File: config.mk
export PLATFORM = sky130hd
export DESIGN_NAME = tube_scan_readout_sequencer_unit
export DESIGN_NICKNAME = d
export VERILOG_FILES = /design/src/design/tsrs_pkg.sv /design/src/design/tsrs_timing.sv /design/src/design/tube_scan_readout_sequencer_unit.sv
export SDC_FILE = /design/constraint.sdc
export NUM_CORES = 1
export LEC_CHECK = 0
export BUFFER_PORTS_ARGS = -buffer_cell sky130_fd_sc_hd__buf_2
export CAP_MARGIN = 20
export CORE_MARGIN = 5
export CORE_UTILIZATION = 50
export DETAILED_ROUTE_END_ITERATION = 16
export PLACE_DENSITY = 0.7
export RECOVER_POWER = 50
export SLEW_MARGIN = 30
export SYNTH_ARGS = -nofsm -noshare
export SYNTH_HDL_FRONTEND = slang
export SYNTH_SLANG_ARGS = --single-unit
export TNS_END_PERCENT = 50
File: constraint.sdc
create_clock -name aclk -period 5.65 [get_ports aclk]
set_input_delay 1.13 -clock aclk [delete_from_list [all_inputs] [get_ports aclk]]
set_output_delay 1.13 -clock aclk [all_outputs]
set_load 0.02 [all_outputs]
File: src/design/tsrs_pkg.sv
package tsrs_pkg;

    // Phases of one scan frame, one-hot coded.
    typedef enum logic [3:0] {
        PH_RST_HIGH = 4'b0001,
        PH_RST_LOW  = 4'b0010,
        PH_CLK_HIGH = 4'b0100,
        PH_CLK_LOW  = 4'b1000
    } tsrs_phase_t;

    // Timing state seen by the sequencer core.
    typedef struct packed {
        tsrs_phase_t phase;
        logic [2:0]  half_cnt;
        logic        tick_zero;
    } tsrs_timing_t;

    // Register indexes (byte address divided by four).
    localparam logic REG_IDX_HBT = 1'b0;
    localparam logic REG_IDX_EN  = 1'b1;

    localparam logic [15:0] HBT_RESET    = 16'd10;
    localparam logic [2:0]  SAMPLE_HALF  = 3'd2;
    localparam int          TUBE_IDX_W   = 4;

    // Length of each phase in half timebases.
    function automatic logic [2:0] phase_len(input tsrs_phase_t ph);
        logic [2:0] len;
        case (ph)
            PH_RST_HIGH: len = 3'd6;
            PH_RST_LOW:  len = 3'd2;
            PH_CLK_HIGH: len = 3'd5;
            PH_CLK_LOW:  len = 3'd5;
            default:     len = 3'd6;
        endcase
        return len;
    endfunction

endpackage

File: src/design/tsrs_timing.sv
module tsrs_timing (
    input  logic                 aclk,
    input  logic                 aresetn,
    input  logic                 step,
    input  logic                 restart,
    input  logic [15:0]          limit_ticks,
    input  logic                 last_tube,
    output tsrs_pkg::tsrs_timing_t tim,
    output logic                 tube_step
);

    tsrs_pkg::tsrs_phase_t phase_reg, phase_next;
    logic [2:0]  half_reg, half_next;
    logic [15:0] tick_reg, tick_next;

    logic [15:0] limit;
    logic [16:0] tick_inc;
    logic [2:0]  half_inc;
    logic        tick_wrap;
    logic        half_wrap;

    always_comb begin
        limit     = (limit_ticks == 16'd0) ? 16'd1 : limit_ticks;
        tick_inc  = {1'b0, tick_reg} + 17'd1;
        tick_wrap = tick_inc >= {1'b0, limit};
        half_inc  = half_reg + 3'd1;
        half_wrap = tick_wrap && (half_inc >= tsrs_pkg::phase_len(phase_reg));
        tube_step = half_wrap && (phase_reg == tsrs_pkg::PH_CLK_LOW);

        phase_next = phase_reg;
        half_next  = half_reg;
        tick_next  = tick_reg;
        if (restart) begin
            phase_next = tsrs_pkg::PH_RST_HIGH;
            half_next  = 3'd0;
            tick_next  = 16'd0;
        end else if (step) begin
            tick_next = tick_wrap ? 16'd0 : tick_inc[15:0];
            if (tick_wrap) begin
                half_next = half_wrap ? 3'd0 : half_inc;
            end
            if (half_wrap) begin
                case (phase_reg)
                    tsrs_pkg::PH_RST_HIGH: phase_next = tsrs_pkg::PH_RST_LOW;
                    tsrs_pkg::PH_RST_LOW:  phase_next = tsrs_pkg::PH_CLK_HIGH;
                    tsrs_pkg::PH_CLK_HIGH: phase_next = tsrs_pkg::PH_CLK_LOW;
                    tsrs_pkg::PH_CLK_LOW: begin
                        phase_next = last_tube ? tsrs_pkg::PH_RST_HIGH
                                               : tsrs_pkg::PH_CLK_HIGH;
                    end
                    default:               phase_next = tsrs_pkg::PH_RST_HIGH;
                endcase
            end
        end
    end

    always_ff @(posedge aclk) begin
        if (!aresetn) begin
            phase_reg <= tsrs_pkg::PH_RST_HIGH;
            half_reg  <= 3'd0;
            tick_reg  <= 16'd0;
        end else begin
            phase_reg <= phase_next;
            half_reg  <= half_next;
            tick_reg  <= tick_next;
        end
    end

    assign tim.phase     = phase_reg;
    assign tim.half_cnt  = half_reg;
    assign tim.tick_zero = (tick_reg == 16'd0);

endmodule

File: src/design/tube_scan_readout_sequencer_unit.sv
// An s_ transaction passes the input register, then the result register, to the m_ side.
// Throughput: one transaction per cycle while m_tready is high; full backpressure support.
// The per-tube table read is registered, so each tick sees its tube entry at once.
// Reset (aresetn low, synchronous) clears the scan timing, the tube counter and all valid flags,
// sets half_timebase_ticks to 10 and scan_enable to 0; no clearing pass is needed.
module tube_scan_readout_sequencer_unit #(
    parameter int TUBE_COUNT = 16
) (
    input  logic        aclk,
    input  logic        aresetn,

    // Input ticks carrying the sampled sensor lines.
    input  logic        s_tvalid,
    output logic        s_tready,
    input  logic [7:0]  s_tdata,   // [3:0] pos_bits, [7:4] zero
    input  logic        s_tuser,   // [0] data_valid

    // One result per tick.
    output logic        m_tvalid,
    input  logic        m_tready,
    output logic [15:0] m_tdata,   // [0] reset_line, [1] clock_line, [5:2] tube_index,
                                   // [9:6] position, [10] eating, [15:11] zero
    output logic        m_tuser,   // [0] sample_taken

    // Configuration port.
    input  logic        psel,
    input  logic        penable,
    input  logic        pwrite,
    input  logic [2:0]  paddr,
    input  logic [31:0] pwdata,
    output logic [31:0] prdata,
    output logic        pready
);

    localparam int TW = (TUBE_COUNT > 1) ? $clog2(TUBE_COUNT) : 1;
    localparam logic [TW-1:0] LAST_TUBE = TW'(TUBE_COUNT - 1);

    // ------------------------------------------------------------------
    // Configuration registers. Only bit 2 of paddr selects a register.
    // ------------------------------------------------------------------
    logic [15:0] hbt_reg, hbt_next;
    logic        en_reg, en_next;
    logic        cfg_wr;

    assign pready = 1'b1;
    assign cfg_wr = psel && penable && pwrite && pready;

    always_comb begin
        hbt_next = hbt_reg;
        en_next  = en_reg;
        if (cfg_wr) begin
            if (paddr[2] == tsrs_pkg::REG_IDX_HBT) begin
                hbt_next = pwdata[15:0];
            end else begin
                en_next = pwdata[0];
            end
        end
        if (paddr[2] == tsrs_pkg::REG_IDX_EN) begin
            prdata = {31'd0, en_reg};
        end else begin
            prdata = {16'd0, hbt_reg};
        end
    end

    always_ff @(posedge aclk) begin
        if (!aresetn) begin
            hbt_reg <= tsrs_pkg::HBT_RESET;
            en_reg  <= 1'b0;
        end else begin
            hbt_reg <= hbt_next;
            en_reg  <= en_next;
        end
    end

    // ------------------------------------------------------------------
    // Handshake. The input register advances whenever it is empty, or the result register
    // is empty or is being emptied in the same cycle.
    // ------------------------------------------------------------------
    logic       in_valid_reg, in_valid_next;
    logic [3:0] in_pos_reg;
    logic       in_dv_reg;
    logic       m_valid_reg, m_valid_next;
    logic [15:0] m_data_reg, m_data_next;
    logic       m_user_reg, m_user_next;
    logic       adv;
    logic       fire;

    assign adv      = !m_valid_reg || m_tready;
    assign s_tready = !in_valid_reg || adv;
    assign fire     = in_valid_reg && adv;

    assign in_valid_next = s_tready ? s_tvalid : in_valid_reg;
    assign m_valid_next  = fire ? 1'b1 : (m_tready ? 1'b0 : m_valid_reg);

    // ------------------------------------------------------------------
    // Scan timing.
    // ------------------------------------------------------------------
    tsrs_pkg::tsrs_timing_t tim;
    logic          tube_step;
    logic [TW-1:0] tube_cnt_reg, tube_cnt_next;
    logic          last_tube;

    assign last_tube = (tube_cnt_reg == LAST_TUBE);

    tsrs_timing u_timing (
        .aclk        (aclk),
        .aresetn     (aresetn),
        .step        (fire && en_reg),
        .restart     (fire && !en_reg),
        .limit_ticks (hbt_reg),
        .last_tube   (last_tube),
        .tim         (tim),
        .tube_step   (tube_step)
    );

    always_comb begin
        tube_cnt_next = tube_cnt_reg;
        if (fire) begin
            if (!en_reg) begin
                tube_cnt_next = '0;
            end else if (tube_step) begin
                tube_cnt_next = last_tube ? '0 : TW'(tube_cnt_reg + 1'b1);
            end
        end
    end

    // ------------------------------------------------------------------
    // Tube table: one 5-bit word per tube, {eating, position}. Entries that
    // were never written read as zero through the valid flags. cur_entry_reg
    // always holds the entry of the current tube, and zero_entry_reg mirrors
    // tube 0, which is what a disabled tick reports.
    // ------------------------------------------------------------------
    logic [4:0]            tube_mem [TUBE_COUNT];
    logic [TUBE_COUNT-1:0] tube_vld_reg;
    logic [4:0]            cur_entry_reg;
    logic [4:0]            zero_entry_reg;

    logic       sample;
    logic       tbl_we;
    logic [3:0] wr_pos;
    logic       wr_eat;
    logic [3:0] cur_pos;
    logic       cur_eat;

    assign cur_pos = cur_entry_reg[3:0];
    assign cur_eat = cur_entry_reg[4];

    assign sample = en_reg && (tim.phase == tsrs_pkg::PH_CLK_HIGH)
                    && (tim.half_cnt == tsrs_pkg::SAMPLE_HALF) && tim.tick_zero;

    // A reading (data_valid low) stores the position and clears eating; an
    // empty reading on a tube parked at position 1 marks it as eating.
    assign tbl_we = fire && sample
                    && (!in_dv_reg || ((in_pos_reg == 4'd0) && (cur_pos == 4'd1)));
    assign wr_pos = in_dv_reg ? cur_pos : in_pos_reg;
    assign wr_eat = in_dv_reg;

    always_ff @(posedge aclk) begin
        if (tbl_we) begin
            tube_mem[tube_cnt_reg] <= {wr_eat, wr_pos};
        end
    end

    always_ff @(posedge aclk) begin
        if (!aresetn) begin
            tube_vld_reg   <= '0;
            cur_entry_reg  <= 5'd0;
            zero_entry_reg <= 5'd0;
        end else begin
            if (tbl_we) begin
                tube_vld_reg[tube_cnt_reg] <= 1'b1;
            end
            if (tbl_we && (tube_cnt_reg == tube_cnt_next)) begin
                cur_entry_reg <= {wr_eat, wr_pos};
            end else if (tube_vld_reg[tube_cnt_next]) begin
                cur_entry_reg <= tube_mem[tube_cnt_next];
            end else begin
                cur_entry_reg <= 5'd0;
            end
            if (tbl_we && (tube_cnt_reg == '0)) begin
                zero_entry_reg <= {wr_eat, wr_pos};
            end
        end
    end

    // ------------------------------------------------------------------
    // Result formation.
    // ------------------------------------------------------------------
    logic [TW+3:0] idx_ext;
    logic [3:0]    out_idx;
    logic [3:0]    out_pos;
    logic          out_eat;
    logic          out_rst;
    logic          out_clk;

    assign idx_ext = {4'd0, tube_cnt_reg};

    always_comb begin
        if (en_reg) begin
            out_rst = (tim.phase == tsrs_pkg::PH_RST_HIGH);
            out_clk = (tim.phase == tsrs_pkg::PH_CLK_HIGH);
            out_idx = idx_ext[tsrs_pkg::TUBE_IDX_W-1:0];
            out_pos = tbl_we ? wr_pos : cur_pos;
            out_eat = tbl_we ? wr_eat : cur_eat;
        end else begin
            out_rst = 1'b0;
            out_clk = 1'b0;
            out_idx = 4'd0;
            out_pos = zero_entry_reg[3:0];
            out_eat = zero_entry_reg[4];
        end
        m_data_next = {5'd0, out_eat, out_pos, out_idx, out_clk, out_rst};
        m_user_next = sample;
    end

    // ------------------------------------------------------------------
    // Pipeline registers.
    // ------------------------------------------------------------------
    always_ff @(posedge aclk) begin
        if (!aresetn) begin
            in_valid_reg <= 1'b0;
            m_valid_reg  <= 1'b0;
            tube_cnt_reg <= '0;
        end else begin
            in_valid_reg <= in_valid_next;
            m_valid_reg  <= m_valid_next;
            tube_cnt_reg <= tube_cnt_next;
        end
    end

    always_ff @(posedge aclk) begin
        if (s_tvalid && s_tready) begin
            in_pos_reg <= s_tdata[3:0];
            in_dv_reg  <= s_tuser;
        end
        if (fire) begin
            m_data_reg <= m_data_next;
            m_user_reg <= m_user_next;
        end
    end

    assign m_tvalid = m_valid_reg;
    assign m_tdata  = m_data_reg;
    assign m_tuser  = m_user_reg;

endmodule

* After elaboration in Yosys (flattened, before gate mapping)
Memories as Yosys holds them, arrays and structs flattened.
Index checks and enable logic that the tools add are counted.
Widths: inputs -> output; s select.
** Storage, ports and cells
- Register bits :: 89
- Latch bits :: 0
- RAM bits :: 80
- ROM bits :: 0
- Input port bits :: 51
- Output and inout bits :: 52
- Word-level logic and storage cells :: 97
- Memories :: 1
** Memories
- tube_mem :: depth 16, bits a word 5, read ports 1, clocked after memory_dff 0, wr ports 1, line tube_scan_readout_sequencer_unit.sv:133 : logic [4:0] tube_mem [TUBE_COUNT];
** Cells by class
- $add $sub $neg :: 3
- $mul :: 0
- Div/mod/pow operators :: 0
- Magnitude comparators :: 5
- Eq/ne operators :: 8
- Shift operators :: 0
- Muxes and demuxes :: 26
- Bitwise logic cells :: 3
- Reductions and logical operators :: 35
** Operators by type and width (number)
- $mux 16 :: 3
- $logic_not 16->1 :: 2
- $mux 4 :: 7
- $add 16x1->17 const B :: 1
- $ge 17x16->1 :: 1
- $logic_and 1x1->1 :: 17
- $or 16x16->16 :: 1
- $pmux 4 s4 :: 1
- $lt 4x5->1 const B :: 2
- $mux 5 :: 2
- $eq 4x1->1 const B :: 2
- $eq 4x4->1 const B :: 2
- $logic_not 4->1 :: 2
- $mux 1 :: 8
- $reduce_and 2->1 :: 4
- $mux 3 :: 2
- $pmux 3 s2 :: 1
- $add 4x1->4 const B :: 1
- $bmux 1 s4 :: 1
- $demux 1 s4 :: 1
- $eq 4x2->1 const B :: 1
- $eq 4x3->1 const B :: 1
- $eq 4x4->1 :: 1
- $ge 4x1->1 const B :: 1
- other kinds (8) :: 15

* Logic depth before layout (Yosys ltp)
- Word-level depth :: 13
- Gate-level depth with buffers :: 22
- Mapped depth without buffers :: 19

* By module
From an unflattened synthesis, not the netlist that was laid out.
** Second synthesis, totals
- Cell total of the unflattened synthesis :: 844
- Area, all modules :: 8419.3 um^2
** Modules (own cells, without submodules)
- tube_scan_readout_sequencer_unit :: instances 1, cells an instance 581, area each 6422.4 um^2, seq. area each 3893.7 um^2
- tsrs_timing :: instances 1, cells an instance 263, area each 1996.9 um^2, seq. area each 460.4 um^2

* Worst setup path after synthesis
Ideal clock, no wire load.
- Path kind :: register to register
- Start point :: reg u_timing.tick_reg[0]
- End point :: reg cur_entry_reg[0]
- Library setup time :: 117 ps
- Data arrival time :: 4255 ps
- Data required time :: 5533 ps
- Setup slack :: 1278 ps
- Stages on the path, launching flop included :: 21
- Buffers on the path :: 1
- Clock period less this slack :: 4372 ps
- Path through :: dfxtp_1 ha_1 and4_4 nand4_1 nor2_1 and3_1 nand3_1 xnor2_1 ha_1 nand3_1 nor4_1 a221oi_4 o211ai_4 mux2_2 nand2_2 buf_4 mux2i_1 o22ai_1 a221oi_1 o2bb2ai_1 nand2_1
** Between the ends
- Cells in the longest elaborated chain, start to end :: 11
- Elaborated cells on any way between the ends :: 18
- Classes of those cells :: add/sub (1); order compare (1); eq/ne (1); mux (7); reduce/logical (7); memory (1)
** Ends and longest elaborated chain
- start, declared :: line tsrs_timing.sv:14 : logic [15:0] tick_reg, tick_next;
- start signal, assigned :: line tsrs_timing.sv:65 : tick_reg <= tick_next;
- $add 16x1->17 :: line tsrs_timing.sv:24 : tick_inc = {1'b0, tick_reg} + 17'd1;
- $ge 17x16->1 :: line tsrs_timing.sv:25 : tick_wrap = tick_inc >= {1'b0, limit};
- $logic_and 1x1->1 :: line tsrs_timing.sv:27 : half_wrap = tick_wrap && (half_inc >= tsrs_pkg::phase_len(phase_reg));
- $logic_and 1x1->1 :: line tsrs_timing.sv:28 : tube_step = half_wrap && (phase_reg == tsrs_pkg::PH_CLK_LOW);
- $mux 4 :: line tube_scan_readout_sequencer_unit.sv:121 : end else if (tube_step) begin
- $mux 4 :: line tube_scan_readout_sequencer_unit.sv:119 : if (!en_reg) begin
- $mux 4 :: line tube_scan_readout_sequencer_unit.sv:118 : if (fire) begin
- $bmux 1 s4 :: line tube_scan_readout_sequencer_unit.sv:175 : end else if (tube_vld_reg[tube_cnt_next]) begin
- $mux 1 (not written as such) :: line tube_scan_readout_sequencer_unit.sv:175
- $mux 5 :: line tube_scan_readout_sequencer_unit.sv:175
- $mux 5 (*) :: line tube_scan_readout_sequencer_unit.sv:173 : if (tbl_we && (tube_cnt_reg == tube_cnt_next)) begin
- end signal, assigned :: line tube_scan_readout_sequencer_unit.sv:174 : cur_entry_reg <= {wr_eat, wr_pos};
- end signal, assigned :: line tube_scan_readout_sequencer_unit.sv:176 : cur_entry_reg <= tube_mem[tube_cnt_next];
- end, declared :: line tube_scan_readout_sequencer_unit.sv:135 : logic [4:0] cur_entry_reg;
Every way passes the cells marked *; elsewhere a longest branch is shown, timed or not. The select of a mux whose other input is x is not followed.
A chain may end at the register's enable or synchronous reset.

* Final worst setup path
- Start point :: reg u_timing.tick_reg[2]
- End point :: reg cur_entry_reg[4]
Same word-level chain as after synthesis.

==> results.txt <==
RSZ-0062 raised after global routing = no
Util after Layout = 55.9%
Slew Viols, Final = 0
Reg-to-reg setup timing slack = 0.48 ns
Crit path required time = 5.96 ns
Async S/R FF share, synth = 0%
H-tree depth = 4
Number of enable flip-flop cells after synthesis = 97
Ranking of synthesized cells by area = edfxtp_1 35%, dfxtp_1 17%, nand2_1 5.1%
Maxcap violations = 0
ANT nets after route = 0
GP Congestion = 0.877
Vias post-DR = 5971
Full die area = 19300 sq um
Sw power = 0.551 mW
Switching Share = 22.4%
F_max = 193 MHz
Area Overhead vs Synth = 10.7%
Max FO, Critical Path = 14
Number of global-route vias before repair = 5585
Origin of the critical flop-to-flop path = u_timing.tick_reg[2]
Average size of a mapped cell = 10.2 sq um
WP buf/inv = 0
Top cell by count, worst path = nand3_1
Core Area = 16500 sq um
# clock sinks = 169
Mapped cell area = 8320 sq um
Commonest non-fill, non-tap cell in the layout = nand2_1
Postcts setup bufs = 0
Vias per cell = 5.47
Final setup vio count = 0
Total CTS buffers = 17
Initial core utilization = 50.5%
Antenna violations before repair = 0
CP startpoint kind = flop
Clock latency at the later pin of the worst-skew pair = 0.43 ns
Max reg flops = 80
Flop pwr share = 53.6%
Seq/Total Area, Yosys = 52.3%
Hold Path Origin = zero_entry_reg[4]
Final Hold Vio Count = 0
Final period utilization = 91.5%
Antenna cell count = 0
Cell count after synthesis = 813
CP endpoint kind = flop
Setup TNS Final = 0 ns
DRC = 0
Hold Path Class = reg2reg
Root buf cell = clkbuf_16
Hold Path Sink = zero_entry_reg[4]
Share of cells above drive strength 1 = 12.6%
Slew HR = 3.05%
I/O Pins = 103
Slowest stage cell, crit path = or2_1
Clock-pin slew on the worst setup and hold paths = 0.06 ns
Multi-input gate area = 3560 sq um
Placed wire-length estimate = 12700 um
PD cells = 267 nW/um^2
Hold Path Depth = 2
Largest Register = tube_mem
Ys Warns = 0
Drt wl/cell = 16.6 um
Worst Path Arrival = 5.48 ns
Most frequent cells in the layout = 114 x nand2_1, 97 x edfxtp_1, 78 x nor2_1
CTS Buffer Depth = 2
Synth area leader = edfxtp_1
Total grt overflow = 0
Crit path cell chain = nand3_1 > nor2_1 > and3_1 > and3_1 > nand3_1 > nor2_1 > xor2_1 > ha_1 > nand3_1 > nor4_1 > a221oi_4 > o211ai_4 > a32o_1 > or2_1 > nor3_2 > a221oi_1 > o2bb2ai_1 > nand2_1
Reg2reg end = cur_entry_reg[4]
Clk pwr share = 42.9%
Leakage = 3.42 nW
CTS tree = built
Status = completed
Maximum vdd drop = 0.201 mV
Gate power share = 3.5%
Worst path max stage delay = 0.56 ns
FF+latch count, synth = 169
Predominant post-synthesis flop cell = edfxtp_1
Largest net degree at the start of global routing = 32
FP Rows = 47
Register-to-Register Path Depth = 18
Routed wire length = 18100 um
Final setup skew = 0.0133 ns
Hold WS = 0.452 ns
Slew @ Worst Pin = 1.45 ns
Worst path top cell family by delay = simple AND/OR/NAND/NOR gates
Number of I/O port buffers = 58
# hold bufs at CTS = 0
Tmin final = 5.17 ns
Cell variety after synth = 64
Initial drt markers = 411
Fill cells = 1486
Sequential cell area = 4350 sq um
Die Height = 139 um
First-pass GRT wire length = 29200 um
Die X = 139 um
Pint = 1.91 mW
Cts repair resizes = 0
Yosys top cell area share = 35.0%
Gr usage total = 18.8%
First-pass iteration count of the detailed router = 5
Critical path type = reg2reg
Final #Nets = 936
==> Yosys cell counts, types with 2 or more instances <==
library cell,n
a211oi_1,2
a21o_1,4
a21oi_1,49
a221oi_1,4
a221oi_4,2
a22oi_1,3
a31oi_1,2
and2_1,21
and3_1,8
and4_1,2
and4_4,2
buf_2,10
buf_4,26
clkbuf_1,28
conb_1,2
dfxtp_1,72
edfxtp_1,97
ha_1,27
inv_1,31
mux2_2,18
mux2i_1,40
nand2_1,114
nand2b_1,5
nand3_1,19
nand3_2,3
nand3b_1,5
nand4_1,15
nor2_1,78
nor3_1,15
nor4_1,12
nor4b_1,4
o211ai_1,2
o21a_1,12
o21ai_0,18
o22ai_1,12
o2bb2ai_1,4
or2_2,2
xnor2_1,10
xor2_1,8
==> power groups by stage <==
stage	Sequential (mW)	Clock, mW	Combinational (mW)
finish	1.32	1.06	0.0857
global route	1.32	1.13	0.0944
CTS	1.32	1.07	0.0885
detailed placement	1.34	0	0.0883
global placement	1.34	0	0.0872
floorplan	1.34	0	0.0658
==> per-layer routing <==
metal	vias up	GRT usage, %	share of wire, %
met5	-	0	0
met4	0	5.51	1.5
met3	24	3.45	6.5
met2	199	29.4	46
met1	2810	26.9	46
li1	2938	-	-
==> final cells by class <==
cell class                 instances  share of cell area, %
timing repair buffer              71                   3.94
tap                              220                   2.99
clock inverter                    12                   1.01
inverter                          31                   1.26
sequential                       169                   47.3
multi-input combinational        568                   38.7
clock buffer                      20                   4.85
==> worst register-to-register path: cells and delay by family (launching register included) <==
family	cells	cell delay, ns
adder cells (fa/ha/maj)	1	0.32
AND/OR/NAND/NOR	11	2.87
flip-flops	1	0.45
AO/OA/AOI/OAI	5	1.29
XOR/XNOR	1	0.13
==> cells by family after synthesis <==
logic type,Yosys count,share of synthesized area (%)
multiplexers,58,7.25
XOR/XNOR,18,1.89
flip-flops,169,52.3
AO/OA/AOI/OAI,130,10.7
AND/OR/NAND/NOR,313,18.0
adder cells (fa/ha/maj),27,4.06
other,2,0.0903
buffers and inverters,96,5.74
==> how the worst max path moves through the flow <==
stage / slack (ns) / startpoint / to / cells after the start
after floorplan: 1.28 / u_timing.tick_reg[0] / cur_entry_reg[0] / 20
after global placement: 0.60 / u_timing.tick_reg[2] / cur_entry_reg[2] / 19
after detailed placement: 0.52 / u_timing.tick_reg[2] / cur_entry_reg[4] / 18
after CTS: 0.47 / u_timing.tick_reg[2] / cur_entry_reg[4] / 19
after global routing: 0.09 / u_timing.tick_reg[2] / cur_entry_reg[1] / 20
final: 0.48 / u_timing.tick_reg[2] / cur_entry_reg[4] / 18
==> through the flow <==
step                      cell area [sq um]  cells  setup slack (ns)  power [mW]
after floorplan                        8400    833              1.28        1.41
after global placement                 8710   1059             0.596        1.43
after detailed placement               8710   1059             0.515        1.43
after CTS                              9250   1091             0.475        2.48
after global routing                   9210   1091            0.0910        2.54
final                                  9210   1091             0.477        2.46
Note: power is estimated with default switching activity, not from simulation.
